<file path="config.mk">
export PLATFORM = sky130hd
export DESIGN_NAME = skt_cell
export DESIGN_NICKNAME = d
export VERILOG_FILES = /design/src/sv/skt_pkg.sv /design/src/sv/skt_cell.sv
export SDC_FILE = /design/constraint.sdc
export NUM_CORES = 1
export LEC_CHECK = 0
export BUFFER_PORTS_ARGS = -buffer_cell sky130_fd_sc_hd__buf_4
export CORE_MARGIN = 2
export CORE_UTILIZATION = 43
export DETAILED_ROUTE_END_ITERATION = 12
export PLACE_DENSITY = 0.82
export SYNTH_ARGS = -nofsm -noshare
export SYNTH_HDL_FRONTEND = slang
export SYNTH_SLANG_ARGS = --single-unit
</file>
<file path="constraint.sdc">
create_clock -name i_clk -period 4.9 [get_ports i_clk]
set_clock_uncertainty 0.15 [all_clocks]
set_input_delay 0.98 -clock i_clk [delete_from_list [all_inputs] [get_ports i_clk]]
set_output_delay 0.98 -clock i_clk [all_outputs]
set_load 0.02 [all_outputs]
</file>
<file path="src/sv/skt_pkg.sv">
package skt_pkg;

    localparam int DEPTH     = 64;
    localparam int KEY_W     = 32;
    localparam int IDX_W     = $clog2(DEPTH);
    localparam int CNT_W     = $clog2(DEPTH + 1);
    localparam int CMD_W     = 2;
    localparam int STATUS_W  = 2;
    localparam int INDEX_W   = 6;
    localparam int POS_W     = 6;
    localparam int VALUE_W   = 32;
    localparam int COUNT_W   = 7;

    typedef enum logic [CMD_W-1:0] {
        CMD_INSERT = 2'd0,
        CMD_REMOVE = 2'd1,
        CMD_READ   = 2'd2,
        CMD_CLEAR  = 2'd3
    } t_cmd;

    typedef enum logic [STATUS_W-1:0] {
        ST_OK   = 2'd0,
        ST_MISS = 2'd1,
        ST_FULL = 2'd2
    } t_status;

    typedef enum logic [1:0] {
        MODE_HOLD   = 2'd0,
        MODE_INSERT = 2'd1,
        MODE_REMOVE = 2'd2
    } t_mode;

    typedef struct packed {
        logic  capture;
        t_mode mode;
        t_cmd  cmd;
        logic  key_signed;
    } t_cell_ctl;

    typedef struct packed {
        logic le;
        logic lt;
    } t_cell_flags;

    // Flipping the sign bit makes unsigned order match two's complement order.
    function automatic logic [KEY_W-1:0] ord_key(input logic [KEY_W-1:0] key,
                                                 input logic key_signed);
        ord_key = key ^ {key_signed, {(KEY_W - 1){1'b0}}};
    endfunction

endpackage

</file>
<file path="src/sv/skt_cell.sv">
module skt_cell (
    input  logic                        i_clk,
    input  skt_pkg::t_cell_ctl          i_ctl,
    input  logic                        i_valid,
    input  logic                        i_sel,
    input  logic [skt_pkg::KEY_W-1:0]   i_cmp_key,
    input  logic [skt_pkg::KEY_W-1:0]   i_new_key,
    input  logic [skt_pkg::KEY_W-1:0]   i_left_key,
    input  logic [skt_pkg::KEY_W-1:0]   i_right_key,
    input  skt_pkg::t_cell_flags        i_left,
    output skt_pkg::t_cell_flags        o_flags,
    output logic [skt_pkg::KEY_W-1:0]   o_key,
    output logic                        o_hit
);

    logic [skt_pkg::KEY_W-1:0] r_key;
    logic [skt_pkg::KEY_W-1:0] n_key;
    logic                      r_le;
    logic                      r_lt;
    logic                      r_eq;
    logic                      r_sel;
    logic [skt_pkg::KEY_W-1:0] own_ord;
    logic [skt_pkg::KEY_W-1:0] cmp_ord;
    logic                      ins_here;

    assign own_ord = skt_pkg::ord_key(r_key, i_ctl.key_signed);
    assign cmp_ord = skt_pkg::ord_key(i_cmp_key, i_ctl.key_signed);
    assign ins_here = !r_le && i_left.le;

    always_ff @(posedge i_clk) begin
        if (i_ctl.capture) begin
            r_le  <= i_valid && (own_ord <= cmp_ord);
            r_lt  <= i_valid && (own_ord < cmp_ord);
            r_eq  <= i_valid && (own_ord == cmp_ord);
            r_sel <= i_sel;
        end
        r_key <= n_key;
    end

    always_comb begin
        unique case (i_ctl.mode)
            skt_pkg::MODE_HOLD: begin
                n_key = r_key;
            end
            skt_pkg::MODE_INSERT: begin
                if (ins_here) begin
                    n_key = i_new_key;
                end else if (!i_left.le) begin
                    n_key = i_left_key;
                end else begin
                    n_key = r_key;
                end
            end
            skt_pkg::MODE_REMOVE: begin
                n_key = r_lt ? r_key : i_right_key;
            end
            default: begin
                n_key = r_key;
            end
        endcase
    end

    always_comb begin
        unique case (i_ctl.cmd)
            skt_pkg::CMD_INSERT: o_hit = ins_here;
            skt_pkg::CMD_REMOVE: o_hit = r_eq && i_left.lt;
            skt_pkg::CMD_READ:   o_hit = r_sel;
            skt_pkg::CMD_CLEAR:  o_hit = 1'b0;
        endcase
    end

    assign o_flags.le = r_le;
    assign o_flags.lt = r_lt;
    assign o_key = r_key;

endmodule

</file>
**Word level (Yosys, flattened, before mapping)**

Index checks and enable logic that the tools add are counted.
W data, S select, Z words.

- Output and inout port bits: 35
- Logic and storage cells: 31
- Flip-flop bits (word level): 36
- Bits of input ports: 139

- Bitwise logic cells: 2
- Reductions and logical operators: 9
- Equal/unequal tests: 8
- Order comparisons: 2
- Multiplexer cells: 5

Operators with widths:

| kind | count |
|---|---|
| $mux W32 | 3 |
| $pmux W32 S2 | 1 |
| $xor A32 B32 Y32 | 2 |
| $eq A32 B32 Y1 | 1 |
| $le A32 B32 Y1 | 1 |
| $lt A32 B32 Y1 | 1 |
| $eq A2 B2 Y1 const B | 3 |
| $logic_and A1 B1 Y1 | 5 |
| $eq A2 B1 Y1 const B | 2 |
| $pmux W1 S4 | 1 |
| $ne A3 B3 Y1 const B | 1 |
| $reduce_and A3 Y1 | 1 |
| $logic_not A2 Y1 | 1 |
| $ne A2 B2 Y1 const B | 1 |
| $reduce_bool A2 Y1 | 1 |
| $logic_not A1 Y1 | 1 |

**Longest topological paths before layout**

- Depth after elaboration: 4
- Gate-level depth with buffers: 7
- Mapped depth without buffers: 7

**Worst setup path after synthesis**

OpenSTA, ideal clock, no wires.

- Kind: input to register
- From: in i_left[1] (netlist name)
- To: reg r_key, in the netlist o_key[0] (enable)
- Path buffers: 0
- Required time: 4284 ps
- Cell stages on the path: 3
- Library setup time: 466 ps
- Data arrival time: 3357 ps
- Setup slack: 927 ps
- Cells stage by stage: nand2_1 > nand2_1 > o21ai_0

- Word-level cells in the longest chain between the ends: 3

RTL lines:

| element | RTL line | RTL |
|---|---|---|
| from (decl) | skt_cell.sv:10 | `input skt_pkg::t_cell_flags i_left,` |
| $logic_and A1 B1 Y1 | skt_cell.sv:28 | `assign ins_here = !r_le && i_left.le;` |
| $ne A3 B3 Y1 (no line) (*) | -- |  |
| $reduce_and A3 Y1 (no line) (*) | -- |  |
| to (signal assigned) | skt_cell.sv:37 | `r_key <= n_key;` |
| to (decl) | skt_cell.sv:16 | `logic [skt_pkg::KEY_W-1:0] r_key;` |

Mark *: on every way between the ends. The rest lies on a longest branch, timed or not.
A chain may end at the register's enable or synchronous reset.

**Worst setup path in the final report**

- From: in i_ctl[0] (netlist name)
- To: reg r_le (data pin)

- Word-level cells in the longest chain between the ends: 3
- Elaborated cells on any way between the ends: 4
- Classes of those cells: order compare: 1; bitwise: 2; reduce/logical: 1

RTL lines:

| element | RTL line | RTL |
|---|---|---|
| from (decl) | skt_cell.sv:3 | `input skt_pkg::t_cell_ctl i_ctl,` |
| $xor A32 B32 Y32 | skt_pkg.sv:48 | `ord_key = key ^ {key_signed, {(KEY_W - 1){1'b0}}};` |
| $le A32 B32 Y1 (*) | skt_cell.sv:32 | `r_le <= i_valid && (own_ord <= cmp_ord);` |
| $logic_and A1 B1 Y1 (*) | skt_cell.sv:32 |  |
| to (signal assigned) | skt_cell.sv:32 |  |
| to (decl) | skt_cell.sv:18 | `logic r_le;` |

Marks and branches as above.

==> reports/results.ini <==
[status]
status = finished, final reports clean

[cells_and_area]
post-route-util_pct = 69.0
syn_to_final_growth_pct = 54.7
nets = 614
diodes = 0
drive_above_1_share_pct = 42.1
final_cells = 519

[sta]
clock.fmax_mhz = 370
min_period_ns = 2.71
period_share_pct = 55.2
tns_ns = 0
setup_violations = 0
slew_headroom_pct = 27.0
fin_hold_ws_ns = 0.723
rsz0062_at_grt = no
worst-slew-pin-transition_ns = 1.09
maxSlewViolCount = 0
hold_violations = 0

[floorplanning]
die_w_um = 82.6
core_sq_mm = 0.00596
pin_count = 174
start_util_pct = 44.6
die_h_um = 82.6
die_area_sq_mm = 0.00682
num_rows = 28

[grt]
globalRouteOverflowTotal = 0
grt_max_degree = 35
grt_pass1_wl_um = 11600
grt_pass1_vias = 2612
grt_use_total_pct = 22.7
grt_antenna_before_repair = 0

[worst_setup_path]
critPathRequiredTime_ns = 4.79
cp.arrival_ns = 2.60
worst_r2r_path_depth = 7
worstSetupPathType = in -> reg
path_max_fanout = 4
startpoint_type = input port
end_kind = register
reg2reg_from = o_key[31]
worstReg2RegEnd = r_le
r2r_slack_ns = 2.52

[yosys]
ys_top_cells_by_area = edfxtp_1 41%, ha_1 15%, mux2i_1 12%
synth_top_area_share_pct = 40.7
ys_seq_elements = 36
synth_cell_type_count = 30
ys.flop_type = edfxtp_1
seq_area_frac_synth_pct = 40.7
synth_edf_count = 36
synth_area_sq_mm = 0.00266
avgSynthCellArea_sq_um = 9.69
synth.net_count = 445
syn_inst = 274
async_flop_share_pct = 0
yosysWarnings = 0
synth.largest_area_cell = edfxtp_1

[power]
net-switching-power_mw = 0.279
p_leak_nw = 2.01
power.density_mw_per_mm2 = 226
ir_worst_vdd_v = 0.000136
clkPwrFrac_pct = 22.0
p_int_mw = 0.649
sw_frac_of_total_pct = 30.1
p_seq_share_pct = 42.8
power_frac_comb_pct = 35.3

[worst_hold_path]
hold_start = i_sel
hold_depth = 1
hp-class = in -> reg
worstHoldEndpoint = r_sel

[routing]
viasPerCell = 5.06
drcViolationCount = 0
ant_nets = 0
initialDrtViolationCount = 95
first_pass_iters = 4
wl_per_cell_um = 15.1
via_count = 2625
wl_um = 7860

[cts]
clock_latency_ns = 0.28
clockRootBuffer = clkbuf_8
htree_levels = 2
clkSlewWorstSetupHoldPaths_ns = 0.07
post_cts_buffers = 0
tritoncts = done
clock-sinks = 36
numCtsBuffers = 5
clock_path_buffers = 2
cts_hold_buf = 0
cts_resized = 0

[placement]
globalplace.congestion = 0.832
io_buffer_count = 173
placedCellCount = 511
hpwl_um = 6540

[flow_run]
drv_cap = 0

## logic make-up (layout without fill, tap and decap cells)
family | after synthesis | in the layout | synth area share, %
simple gates | 65 | 65 | 11.4
xor+xnor | 2 | 2 | 0.660
compound gates | 60 | 60 | 12.7
fa+ha+maj | 32 | 32 | 15.1
buf+inv | 46 | 216 | 6.97
flops | 36 | 36 | 40.7
mux | 33 | 33 | 12.4
## flip-flops by register name, summed over array words and instances, names as in the netlist
name	flops
r_eq	1
r_le	1
r_sel	1
o_key	32
r_lt	1
## cell type report
type	count	area (sq um)
multi-input combinational	192	1420
clock buffer	7	76.3
inverter	33	124
sequential	36	1080
tap	75	93.8
clock inverter	1	3.75
fill	473	1850
timing repair buffer	175	1310
## per-stage QoR
step | power (mW) | worst slack (ns) | area [sq um]
2_1_floorplan | 0.569 | 0.927 | 2660
3_3_place_gp | 0.720 | 1.99 | 4030
3_5_place_dp | 0.733 | 1.89 | 4030
4_1_cts | 0.935 | 2.19 | 4110
5_1_grt | 0.981 | 2.05 | 4110
6_report | 0.928 | 2.19 | 4110
## power groups by stage
stage | Clock (mW) | Combinational [mW] | Sequential (mW)
after floorplan | 0 | 0.138 | 0.431
after global placement | 0 | 0.318 | 0.402
after detailed placement | 0 | 0.329 | 0.404
after CTS | 0.208 | 0.330 | 0.397
after global routing | 0.221 | 0.360 | 0.400
final | 0.204 | 0.327 | 0.397
## placed cells by master (no fill, tap or decap)
cell type / netlist / final
o21ai_0: 37 / 36
a21o_1: 2 / 2
clkbuf_8: 0 / 5
clkbuf_1: 7 / 2
clkinv_1: 0 / 1
and3_1: 1 / 1
a41o_1: 1 / 1
nand2_1: 41 / 41
edfxtp_1: 36 / 36
nand3_1: 5 / 5
or4_4: 1 / 1
a211o_1: 1 / 1
nor2b_4: 0 / 2
a21oi_1: 14 / 14
nand4b_1: 1 / 1
buf_4: 2 / 175
nand2b_1: 3 / 3
a41oi_2: 1 / 1
nand4_1: 5 / 5
mux2i_1: 33 / 33
nor4_1: 2 / 2
nand4_2: 1 / 1
o21ai_2: 1 / 1
ha_1: 32 / 32
nor2_1: 3 / 3
o21ai_1: 1 / 1
a221oi_1: 1 / 1
inv_1: 33 / 33
xor2_1: 1 / 1
o21ai_4: 0 / 1
a221o_1: 1 / 1
xnor2_1: 1 / 1
## layer usage
metal / wire [um] / track usage (%) / share of wire [%]
met1: 2880 / 24.0 / 37
met5: 0 / 0 / 0
met2: 4290 / 42.7 / 55
met4: 170 / 9.34 / 2.2
met3: 519 / 5.43 / 6.6
## cells in the mapped netlist, drive strengths merged (2+ instances only)
master and count:
nor2 3, nand2b 3, nor2b 2, edfxtp 36
nand4 6, a21oi 14, o21ai 39, buf 6
inv 33, nand2 41, nor4 2, a21o 2
clkbuf 7, mux2i 33, nand3 5, ha 32
## worst max-delay path, cell delays in order
cell     delay, ns
buf_4         0.12
xor2_1        0.14
ha_1          0.33
nand4_2       0.15
nor4_1        0.49
inv_1         0.10
a41oi_2       0.22
o21ai_2       0.07
## worst max path at each step
stage	start	endpoint	slack, ns	cells past startpoint
finish	i_ctl[0]	r_le	2.19	8
detailed placement	i_ctl[0]	r_le	1.89	8
CTS	i_ctl[0]	r_le	2.19	8
floorplan	i_left[1]	o_key[0]	0.93	3
global placement	i_ctl[0]	r_le	1.99	7
global route	i_ctl[0]	r_le	2.05	8
(Power assumes the default switching activity.)
